File: config.mk
export PLATFORM = sky130hd
export DESIGN_NAME = bounded_deque_with_search
export DESIGN_NICKNAME = d
export VERILOG_FILES = /design/src/bdq_pkg.sv /design/src/bdq_ring_add.sv /design/src/bounded_deque_with_search.sv
export SDC_FILE = /design/constraint.sdc
export NUM_CORES = 2
export LEC_CHECK = 0
export BUFFER_PORTS_ARGS = -buffer_cell sky130_fd_sc_hd__buf_2
export CORE_MARGIN = 10
export CORE_UTILIZATION = 50
export DETAILED_ROUTE_END_ITERATION = 8
export HOLD_SLACK_MARGIN = 0.05
export PLACE_DENSITY = 0.68
export SYNTH_ARGS = -nofsm -noshare
export SYNTH_HDL_FRONTEND = slang
export SYNTH_HIERARCHICAL = 1
export SYNTH_SLANG_ARGS = --single-unit
File: constraint.sdc
create_clock -name clk -period 4.23 [get_ports clk]
set_input_delay 0.2115 -clock clk [delete_from_list [all_inputs] [get_ports clk]]
set_output_delay 0.2115 -clock clk [all_outputs]
set_load 0.01 [all_outputs]
File: src/bdq_pkg.sv
package bdq_pkg;

    localparam int OP_W     = 3;
    localparam int VALUE_W  = 32;
    localparam int STATUS_W = 3;

    typedef logic [OP_W-1:0]     op_t;
    typedef logic [VALUE_W-1:0]  word_t;
    typedef logic [STATUS_W-1:0] status_t;

    localparam op_t OP_PUSH_FRONT = 3'd0;
    localparam op_t OP_PUSH_BACK  = 3'd1;
    localparam op_t OP_POP_FRONT  = 3'd2;
    localparam op_t OP_POP_BACK   = 3'd3;
    localparam op_t OP_SEARCH     = 3'd4;
    localparam op_t OP_CLEAR      = 3'd5;

    localparam status_t STATUS_DONE      = 3'd0;
    localparam status_t STATUS_EMPTY     = 3'd1;
    localparam status_t STATUS_FULL      = 3'd2;
    localparam status_t STATUS_FOUND     = 3'd3;
    localparam status_t STATUS_NOT_FOUND = 3'd4;

endpackage

File: src/bdq_ring_add.sv
module bdq_ring_add #(
    parameter int DEPTH = 64
) (
    input  logic [((DEPTH > 1) ? $clog2(DEPTH) : 1)-1:0] base,
    input  logic [$clog2(DEPTH + 1)-1:0]                 offset,
    output logic [((DEPTH > 1) ? $clog2(DEPTH) : 1)-1:0] pos
);

    localparam int AW = (DEPTH > 1) ? $clog2(DEPTH) : 1;
    localparam int CW = $clog2(DEPTH + 1);
    localparam logic [CW:0] DEPTH_S = (CW + 1)'(DEPTH);

    logic [CW:0] total;
    logic [CW:0] wrapped;

    assign total   = (CW + 1)'(base) + (CW + 1)'(offset);
    assign wrapped = (total >= DEPTH_S) ? (total - DEPTH_S) : total;
    assign pos     = wrapped[AW-1:0];

endmodule

File: src/bounded_deque_with_search.sv
// Channel   Direction  Handshake          Payload
// input     in         in_valid/in_stall   op, value
// output    out        out_valid/out_stall status, count
//
// Push, pop, clear and unused codes: result registered in the cycle after acceptance.
// Search over n stored entries: one entry memory read per cycle, each compared with the
// key once its registered read data returns; an empty store answers without a scan.
// Reset clears the pointers, count and state; the entry memory is not cleared.
// in_stall is high during a search and while a result waits under out_stall.
module bounded_deque_with_search #(
    parameter int DEPTH = 64
) (
    input  logic                             clk,
    input  logic                             rst_n,
    input  logic                             in_valid,
    output logic                             in_stall,
    input  logic [bdq_pkg::OP_W-1:0]         op,
    input  logic signed [bdq_pkg::VALUE_W-1:0] value,
    output logic                             out_valid,
    input  logic                             out_stall,
    output logic [bdq_pkg::STATUS_W-1:0]     status,
    output logic [$clog2(DEPTH + 1)-1:0]     count
);

    localparam int AW = (DEPTH > 1) ? $clog2(DEPTH) : 1;
    localparam int CW = $clog2(DEPTH + 1);
    localparam logic [AW-1:0] LAST_IDX = AW'(DEPTH - 1);
    localparam logic [CW-1:0] DEPTH_C  = CW'(DEPTH);

    localparam logic [1:0] S_IDLE   = 2'd0;
    localparam logic [1:0] S_SCAN   = 2'd1;
    localparam logic [1:0] S_FINISH = 2'd2;

    logic [1:0]             state_reg, state_next;
    logic [AW-1:0]          front_reg, front_next;
    logic [CW-1:0]          count_reg, count_next;
    logic [CW-1:0]          offset_reg, offset_next;
    logic                   rd_vld_reg, rd_vld_next;
    logic                   rd_last_reg, rd_last_next;
    logic                   out_valid_reg, out_valid_next;
    bdq_pkg::word_t         key_reg, key_next;
    bdq_pkg::status_t       res_reg, res_next;
    bdq_pkg::status_t       out_status_reg;
    logic [CW-1:0]          out_count_reg;
    bdq_pkg::word_t         rd_data_reg;

    bdq_pkg::word_t         mem [DEPTH];

    logic                   in_accept;
    logic                   out_free;
    logic                   is_full;
    logic                   is_empty;
    logic                   load;
    bdq_pkg::status_t       load_status;
    logic                   wr_en;
    logic [AW-1:0]          wr_addr;
    logic                   rd_en;
    logic [AW-1:0]          back_pos;
    logic [AW-1:0]          scan_pos;
    logic [AW-1:0]          front_dec;
    logic [AW-1:0]          front_inc;

    bdq_ring_add #(.DEPTH(DEPTH)) u_back_pos (
        .base   (front_reg),
        .offset (count_reg),
        .pos    (back_pos)
    );

    bdq_ring_add #(.DEPTH(DEPTH)) u_scan_pos (
        .base   (front_reg),
        .offset (offset_reg),
        .pos    (scan_pos)
    );

    assign out_free  = !out_valid_reg || !out_stall;
    assign in_stall  = (state_reg != S_IDLE) || !out_free;
    assign in_accept = in_valid && !in_stall;
    assign is_full   = (count_reg == DEPTH_C);
    assign is_empty  = (count_reg == '0);
    assign front_dec = (front_reg == '0) ? LAST_IDX : (front_reg - AW'(1));
    assign front_inc = (front_reg == LAST_IDX) ? '0 : (front_reg + AW'(1));

    always_comb
    begin
        state_next   = state_reg;
        front_next   = front_reg;
        count_next   = count_reg;
        offset_next  = offset_reg;
        key_next     = key_reg;
        res_next     = res_reg;
        wr_en        = 1'b0;
        wr_addr      = back_pos;
        rd_en        = 1'b0;
        rd_vld_next  = 1'b0;
        rd_last_next = 1'b0;
        load         = 1'b0;
        load_status  = bdq_pkg::STATUS_DONE;
        unique case (state_reg)
            S_IDLE:
            begin
                if (in_accept)
                begin
                    load = 1'b1;
                    unique case (op)
                        bdq_pkg::OP_PUSH_FRONT:
                        begin
                            if (is_full)
                            begin
                                load_status = bdq_pkg::STATUS_FULL;
                            end
                            else
                            begin
                                front_next = front_dec;
                                wr_en      = 1'b1;
                                wr_addr    = front_dec;
                                count_next = count_reg + CW'(1);
                            end
                        end
                        bdq_pkg::OP_PUSH_BACK:
                        begin
                            if (is_full)
                            begin
                                load_status = bdq_pkg::STATUS_FULL;
                            end
                            else
                            begin
                                wr_en      = 1'b1;
                                wr_addr    = back_pos;
                                count_next = count_reg + CW'(1);
                            end
                        end
                        bdq_pkg::OP_POP_FRONT:
                        begin
                            if (is_empty)
                            begin
                                load_status = bdq_pkg::STATUS_EMPTY;
                            end
                            else
                            begin
                                front_next = front_inc;
                                count_next = count_reg - CW'(1);
                            end
                        end
                        bdq_pkg::OP_POP_BACK:
                        begin
                            if (is_empty)
                            begin
                                load_status = bdq_pkg::STATUS_EMPTY;
                            end
                            else
                            begin
                                count_next = count_reg - CW'(1);
                            end
                        end
                        bdq_pkg::OP_SEARCH:
                        begin
                            if (is_empty)
                            begin
                                load_status = bdq_pkg::STATUS_NOT_FOUND;
                            end
                            else
                            begin
                                load        = 1'b0;
                                key_next    = value;
                                offset_next = '0;
                                state_next  = S_SCAN;
                            end
                        end
                        bdq_pkg::OP_CLEAR:
                        begin
                            front_next = '0;
                            count_next = '0;
                        end
                        default:
                        begin
                        end
                    endcase
                end
            end
            S_SCAN:
            begin
                priority if (rd_vld_reg && (rd_data_reg == key_reg))
                begin
                    res_next   = bdq_pkg::STATUS_FOUND;
                    state_next = S_FINISH;
                end
                else if (rd_vld_reg && rd_last_reg)
                begin
                    res_next   = bdq_pkg::STATUS_NOT_FOUND;
                    state_next = S_FINISH;
                end
                else if (offset_reg != count_reg)
                begin
                    rd_en        = 1'b1;
                    rd_vld_next  = 1'b1;
                    rd_last_next = (offset_reg == (count_reg - CW'(1)));
                    offset_next  = offset_reg + CW'(1);
                end
                else
                begin
                end
            end
            S_FINISH:
            begin
                if (out_free)
                begin
                    load        = 1'b1;
                    load_status = res_reg;
                    state_next  = S_IDLE;
                end
            end
            default:
            begin
                state_next = S_IDLE;
            end
        endcase
        out_valid_next = load || (out_valid_reg && out_stall);
    end

    always_ff @(posedge clk or negedge rst_n)
    begin
        if (!rst_n)
        begin
            state_reg     <= S_IDLE;
            front_reg     <= '0;
            count_reg     <= '0;
            offset_reg    <= '0;
            rd_vld_reg    <= 1'b0;
            rd_last_reg   <= 1'b0;
            out_valid_reg <= 1'b0;
        end
        else
        begin
            state_reg     <= state_next;
            front_reg     <= front_next;
            count_reg     <= count_next;
            offset_reg    <= offset_next;
            rd_vld_reg    <= rd_vld_next;
            rd_last_reg   <= rd_last_next;
            out_valid_reg <= out_valid_next;
        end
    end

    always_ff @(posedge clk)
    begin
        key_reg <= key_next;
        res_reg <= res_next;
        if (load)
        begin
            out_status_reg <= load_status;
            out_count_reg  <= count_next;
        end
    end

    always_ff @(posedge clk)
    begin
        if (wr_en)
        begin
            mem[wr_addr] <= value;
        end
        if (rd_en)
        begin
            rd_data_reg <= mem[scan_pos];
        end
    end

    assign out_valid = out_valid_reg;
    assign status    = out_status_reg;
    assign count     = out_count_reg;

    assert property (@(posedge clk) disable iff (!rst_n) count_reg <= DEPTH_C)
        else $error("entry count above depth");

    assert property (@(posedge clk) disable iff (!rst_n) (state_reg != S_IDLE) |-> !wr_en)
        else $error("entry write during search");

    assert property (@(posedge clk) disable iff (!rst_n)
        (state_reg == S_SCAN) |=> ($stable(front_reg) && $stable(count_reg)))
        else $error("ring pointers moved during search");

    assert property (@(posedge clk) disable iff (!rst_n)
        (state_reg == S_FINISH) |-> !rd_vld_reg)
        else $error("read data pending after search end");

endmodule

== Word level (Yosys, flattened, before mapping) ==
Memory sizes are Yosys's and may differ from the RTL's. A register that Yosys moved wholly into a read port is not among the register bits.
Index checks and enable logic that the tools add are counted.
Storage, ports and cells
  register bits after elaboration: 70
  memories: 1
  RAM bits: 2048
  word-level logic and storage cells: 129
  input bits: 39
  output and inout bits: 12
Cells by class
  add/subtract/negate cells: 9
  reductions and logical operators: 26
  bitwise gates (word level): 1
  mux-type cells: 57
  equality and inequality tests: 22
  order comparisons: 2
Memory list
  mem: depth 64, bits a word 32, rd ports 1, clocked after memory_dff 1, wr ports 1, RTL line bounded_deque_with_search.sv:47  | bdq_pkg::word_t mem [DEPTH];
Operators by type and width (number)
  2-to-1 mux 7 bit: 10
  2-to-1 mux 6 bit: 10
  == test 32 bit: 1
  case mux 7 bit (3 select lines): 1
  2-to-1 mux 1 bit: 19
  case mux 6 bit (3 select lines): 1
  subtractor 6 x 1 -> 6 bit, second input constant: 3
  adder 6 x 7 -> 8 bit: 2
  >= comparator 8 x 7 -> 1 bit, second input constant: 2
  inequality test 2 bit, second input constant: 8
  adder 7 x 1 -> 7 bit, second input constant: 2
  2-to-1 mux 2 bit: 7
  case mux 7 bit (2 select lines): 1
  2-to-1 mux 3 bit: 4
  AND reduction 5 bit: 2
  case mux 3 bit (3 select lines): 1
  == test 7 bit: 1
  == test 7 bit, second input constant: 1
  logical NOT 7 bit: 1
  inequality test 7 bit: 1
  AND reduction 7 bit: 1
  subtractor 7 x 1 -> 7 bit, second input constant: 1
  adder 6 x 1 -> 6 bit, second input constant: 1
  == test 3 x 2 -> 1 bit, second input constant: 2
  22 further kinds: 34

== Longest topological paths before layout ==
  depth in word-level cells: 10
  gate-level depth with buffers: 13
  mapped depth without buffers: 11

== Modules after synthesis ==
The synthesis kept the hierarchy.
By module, submodules not included
  bounded_deque_with_search: cells each 3634, sequential area each 64406.8 um^2, times used 1, area an instance 82160.0 um^2
  bdq_ring_add: cells each 19, sequential area each 0.0 um^2, times used 2, area an instance 186.4 um^2

== Worst setup path after synthesis ==
No wires, ideal clock.
  kind: register -> register
  from: register count_reg[1]
  to: memory mem[10][0] in the netlist's numbering (enable)
  arrival: 3.702 ns
  slack: 0.106 ns
  required time: 3.809 ns
  setup time: 0.421 ns
  period minus slack after synthesis: 4.124 ns
  buffers on the path: 1
  stages on the path, launching flop included: 10
  cell sequence: dfrtp_1 -> inv_1 -> ha_1 -> buf_2 -> nor3b_2 -> a311o_2 -> nor3_4 -> mux2i_1 -> nand3_1 -> nor2_1
On the way
  longest elaborated chain between the ends: 7
  elaborated cells between the ends (all ways): 15
  classes of those cells: add/sub (2); order compare (1); eq/ne (1); mux (11)
RTL lines
  from (decl): RTL line bounded_deque_with_search.sv:36  | logic [CW-1:0] count_reg, count_next;
  from (signal assigned): RTL line bounded_deque_with_search.sv:236  | count_reg <= count_next;
  adder 6 x 7 -> 8 bit / == test 7 bit (equally long branches): RTL line bdq_ring_add.sv:16, bounded_deque_with_search.sv:78
  >= comparator 8 x 7 -> 1 bit, or another cell as far along: RTL line bdq_ring_add.sv:17  | assign wrapped = (total >= DEPTH_S) ? (total - DEPTH_S) : total;
  2-to-1 mux 6 bit / 2-to-1 mux 1 bit (equally long branches)
  2-to-1 mux 6 bit / 2-to-1 mux 1 bit (equally long branches): RTL line bounded_deque_with_search.sv:107, bounded_deque_with_search.sv:101
  2-to-1 mux 6 bit / 2-to-1 mux 1 bit (equally long branches)
  2-to-1 mux 6 bit / 2-to-1 mux 1 bit (equally long branches): RTL line bounded_deque_with_search.sv:101, bounded_deque_with_search.sv:257
  2-to-1 mux 6 bit / 2-to-1 mux 1 bit (equally long branches): RTL line bounded_deque_with_search.sv:98, bounded_deque_with_search.sv:259
  to (decl): RTL line bounded_deque_with_search.sv:47
Several ways; a longest one is shown, not always the timed one.

== Worst setup path after layout ==
  from: register front_reg[0]
  to: register rd_data_reg[12] (read register of mem), data pin
On the way
  longest elaborated chain between the ends: 3
  elaborated cells between the ends (all ways): 4
  classes of those cells: add/sub (2); order compare (1); mux (1)
RTL lines
  from (decl): RTL line bounded_deque_with_search.sv:35  | logic [AW-1:0] front_reg, front_next;
  from (signal assigned): RTL line bounded_deque_with_search.sv:235  | front_reg <= front_next;
  adder 6 x 7 -> 8 bit *: RTL line bdq_ring_add.sv:16  | assign total = (CW + 1)'(base) + (CW + 1)'(offset);
  >= comparator 8 x 7 -> 1 bit / subtractor 6 x 1 -> 6 bit (equally long branches): RTL line bdq_ring_add.sv:17
  2-to-1 mux 6 bit *: RTL line bdq_ring_add.sv:17
  via scan_pos[4]: RTL line bounded_deque_with_search.sv:59  | logic [AW-1:0] scan_pos;
  to (decl): RTL line bounded_deque_with_search.sv:45  | bdq_pkg::word_t rd_data_reg;
Mark *: on every way through the listed nets, which the timed path passes. The rest lies on a longest branch.
A chain may end at the register's enable or synchronous reset.

==> flow_results.org <==
** Synthesis
- Synth cell count leaders :: edfxtp_1, mux4_2, a22oi_1
- Total of warnings raised by yosys :: 6
- Main area contributors after synthesis :: edfxtp_1, mux4_2, a22oi_1
- Synthesized area divided by synthesized cell count :: 22.5 µm²
- The top cell type by area accounts for 77.3% of the synthesized area.
- Count of flip-flops with a built-in enable after synthesis :: 2,124
- Among all cell types in the netlist, the one instantiated most often is edfxtp_1.
- Of all flip-flops after synthesis, the portion carrying an async set or reset was 1.16%.
- Post-synthesis cell type with the largest combined area :: edfxtp_1
- Register area share after synthesis :: 78.0%
- Post-synthesis cell count :: 3,672
- Number of library cell types mapped by synthesis :: 63
- Top FF cell, synth :: edfxtp_1
- Syn Nets :: 3,729
- Synthesis inferred 2,149 register bits.
- Summing every instance area after synthesis gives 82,500 µm².

** Global route
- Vias in the first global route :: 41,484
- The number of antenna violations at the first check in global routing was 14.
- Entering global routing, the biggest net connects 66 pins.
- Remaining global-route overflow :: 0
- Wire length of the first global-routing pass :: 304 mm
- Global routing consumed, over all layers together, 23.2% of the routing resources.

** Timing
- The clock arrives with 0.0377 ns of skew.
- Unrepaired setup endpoints after global routing :: true
- Final period demand of the worst path :: 4.11 ns
- The number of hold violations in the final report is 0.
- Final setup viols :: 0
- In the final timing run, aggregate negative setup slack is 0 ns.
- The final count of pins violating max slew was 0.
- In the finished design, the share of the clock period the worst path needs comes to 97.2%.
- Timing would allow up to 243 MHz.
- Worst relative slew slack :: 11.7%
- Worst Tran Pin Value :: 1.32 ns

** Die
- For this configuration, the core starts out at a cell density of 50.2%.
- In this run the count of I/O pins placed on the die edge is 51.
- The floorplan step set the die width to 426 µm.
- After floorplanning, the core was divided into 149 placement rows.
- From bottom edge to top edge, the die measures 426 µm.
- Area of the core region :: 164,000 µm²
- The die covers 182,000 µm².

** Placement
- Summed over all nets, the half-perimeter wirelength after detailed placement is 122 mm.
- Count of buffers from port buffering :: 50
- The placed instances occupy a cell area of 88,700 µm².
- At the end of routability-driven placement, the weighted congestion stood at 0.818.

** Routing
- The routed layout has 41,397 vias.
- Dividing the detail-routed wire length by the instance count gives 32.8 µm.
- Total iterations of the first detailed-routing run :: 5
- Initial DRC Count :: 6,230
- Via-per-instance ratio :: 6.45
- After detailed routing, the number of remaining DRC violations is 0.
- After detailed routing, the total wire length is 210 mm.
- Once detail routing completed, the nets flagged for antenna violations numbered 0.

** Final layout
- In the final design database the tool counted 4,103 nets.
- Share of post-route cells with drive strength above 1 :: 30.2%
- At the end of the flow the core is filled with cells to 58.1%.
- Fill cells in the final layout number 11,620.
- Final instance area :: 95,500 µm²
- Area delta synth->final :: 15.7%
- The register with the most flip-flops in the layout has 2,048 of them.

** Flow run
- Across the run, the number of max-cap violations was 0.

** Critical path
- In this design, the critical path's most frequently occurring cell is a21oi_1.
- The worst setup path is of the register to register kind.
- STA puts the critical path data required time at 4.82 ns.
- CP Max Fanout :: 36
- For the worst flop-to-flop path, the logic depth is 11.
- STA puts the critical path data arrival time at 4.70 ns.
- For this run, the slowest stage of the critical path takes 0.51 ns.
- Slowest cell on crit path :: dfrtp_1
- STA classifies the critical path startpoint as a register.
- Cell-by-cell trace of the critical path :: ha_4, fa_4, a21o_2, a21oi_1, xnor2_2, and2_4, buf_12, buf_4, a22oi_1, a21oi_1, or4_1
- Crit path capture type :: register

** Clock tree
- The clock passes through at most 3 buffers.
- Root cell of the clock tree :: clkbuf_16
- Clock-pin slew was measured on the worst setup and hold paths at 0.06 ns.
- CTS HTree Levels :: 4
- At the later pin of the worst-skew pair, clock insertion delay measures 0.86 ns.
- In this run the post-CTS setup repair buffer count came out at 0.
- The tree built by TritonCTS fans out to 2,149 sinks.
- CTS Buf Count :: 206
- TritonCTS built the clock tree.

** Outcome
- The run finished with clean final reports.

** Min path
- Type of the most critical hold path :: input port to register
- Along the worst hold path, the cell count comes to 2.
[final cells by class]
type                    instances  area (µm²)  area share [%]
diodes                          7        17.5          0.0183
flip-flops and latches       2149       64400            67.5
multi-input cells            1315       17700            18.5
clock inverters               131        1180            1.23
well taps                    2189        2740            2.87
inverters                      11        41.3          0.0433
repair buffers                363        3960            4.15
clock buffers                 252        5410            5.67
[worst max-delay path, delay by kind of cell, from the launching register on]
kind / cells / cell delay [ns]
compound gates: 4 / 1.11
simple gates: 2 / 0.77
fa+ha+maj: 2 / 0.69
flops: 1 / 0.51
buf+inv: 2 / 0.43
xor+xnor: 1 / 0.28
[stage by stage]
stage / hold WS, ns / std cells / worst slack (ns)
2_1_floorplan: -0.0841 / 3672 / 0.106
3_3_place_gp: 0.280 / 6011 / 0.117
3_5_place_dp: 0.284 / 6011 / 0.128
6_report: 0.0710 / 6417 / 0.117
5_1_grt: 0.0788 / 6412 / -0.0173
4_1_cts: 0.0594 / 6410 / 0.109
[cell usage in the layout, fill, tap and decap left out, types with 12 or more instances in the layout]
| cell | Yosys | final |
|---|---|---|
| clkbuf_1 | 84 | 41 |
| xor2_1 | 38 | 37 |
| mux2_2 | 12 | 12 |
| buf_4 | 9 | 192 |
| bufinv_16 | 0 | 14 |
| clkinv_2 | 0 | 40 |
| a21oi_1 | 125 | 123 |
| ha_1 | 16 | 15 |
| nand3_1 | 23 | 23 |
| dlygate4sd3_1 | 0 | 15 |
| o21ai_0 | 36 | 36 |
| dfrtp_1 | 25 | 25 |
| buf_12 | 0 | 106 |
| clkbuf_16 | 0 | 209 |
| nand2_1 | 37 | 37 |
| buf_2 | 71 | 50 |
| a22oi_1 | 208 | 208 |
| nor2_4 | 0 | 65 |
| clkinv_1 | 0 | 53 |
| or4_1 | 29 | 29 |
| mux4_2 | 526 | 526 |
| edfxtp_1 | 2124 | 2124 |
| mux2i_1 | 26 | 26 |
| nor2_1 | 84 | 19 |
| a211oi_1 | 14 | 14 |
[cells by family (layout without fill, tap and decap cells)]
family | Yosys count | after routing | synth area share [%]
xor+xnor | 52 | 52 | 0.552
buf+inv | 208 | 757 | 1.20
other cells | 0 | 7 | 0
fa+ha+maj | 18 | 18 | 0.291
compound gates | 435 | 435 | 3.51
mux | 564 | 564 | 14.8
flops | 2149 | 2149 | 78.0
simple gates | 246 | 246 | 1.58
[worst paths after layout]
check,from,end,slack [ns]
min in group asynchronous,rst_n,count_reg[1]$_DFF_PN0_,0.38
worst max-delay path,front_reg[0]$_DFFE_PN0P_,rd_data_reg[12]$_DFFE_PP_,0.12
worst min register to register,res_reg[2]$_SDFFCE_PP0P_,status[2]$_DFFE_PP_,0.58
worst max register to register,front_reg[0]$_DFFE_PN0P_,rd_data_reg[12]$_DFFE_PP_,0.12
worst min-delay path,value[14],mem[60][14]$_DFFE_PP_,0.07
max in group asynchronous,rst_n,offset_reg[6]$_DFFE_PN0P_,3.66
[routing by layer]
metal | part of all wire, % | vias up | global-route usage, % | wire length [µm]
met5 | 0.029 | - | 0 | 61
met4 | 2.8 | 8 | 6.82 | 5890
met3 | 10 | 383 | 4.72 | 21800
met2 | 48 | 2356 | 36.4 | 101000
met1 | 39 | 22164 | 33.2 | 81700
li1 | - | 16486 | - | -
[repair_timing]
action                     in CTS  in global routing
gates resized for setup         0                  2
setup endpoints to repair       0                  2
hold buffers                   16                  0
hold endpoints to repair      180                  0
Power is not shown: default switching activity piles up to over one toggle a cycle in this logic, so the estimate is an artifact.
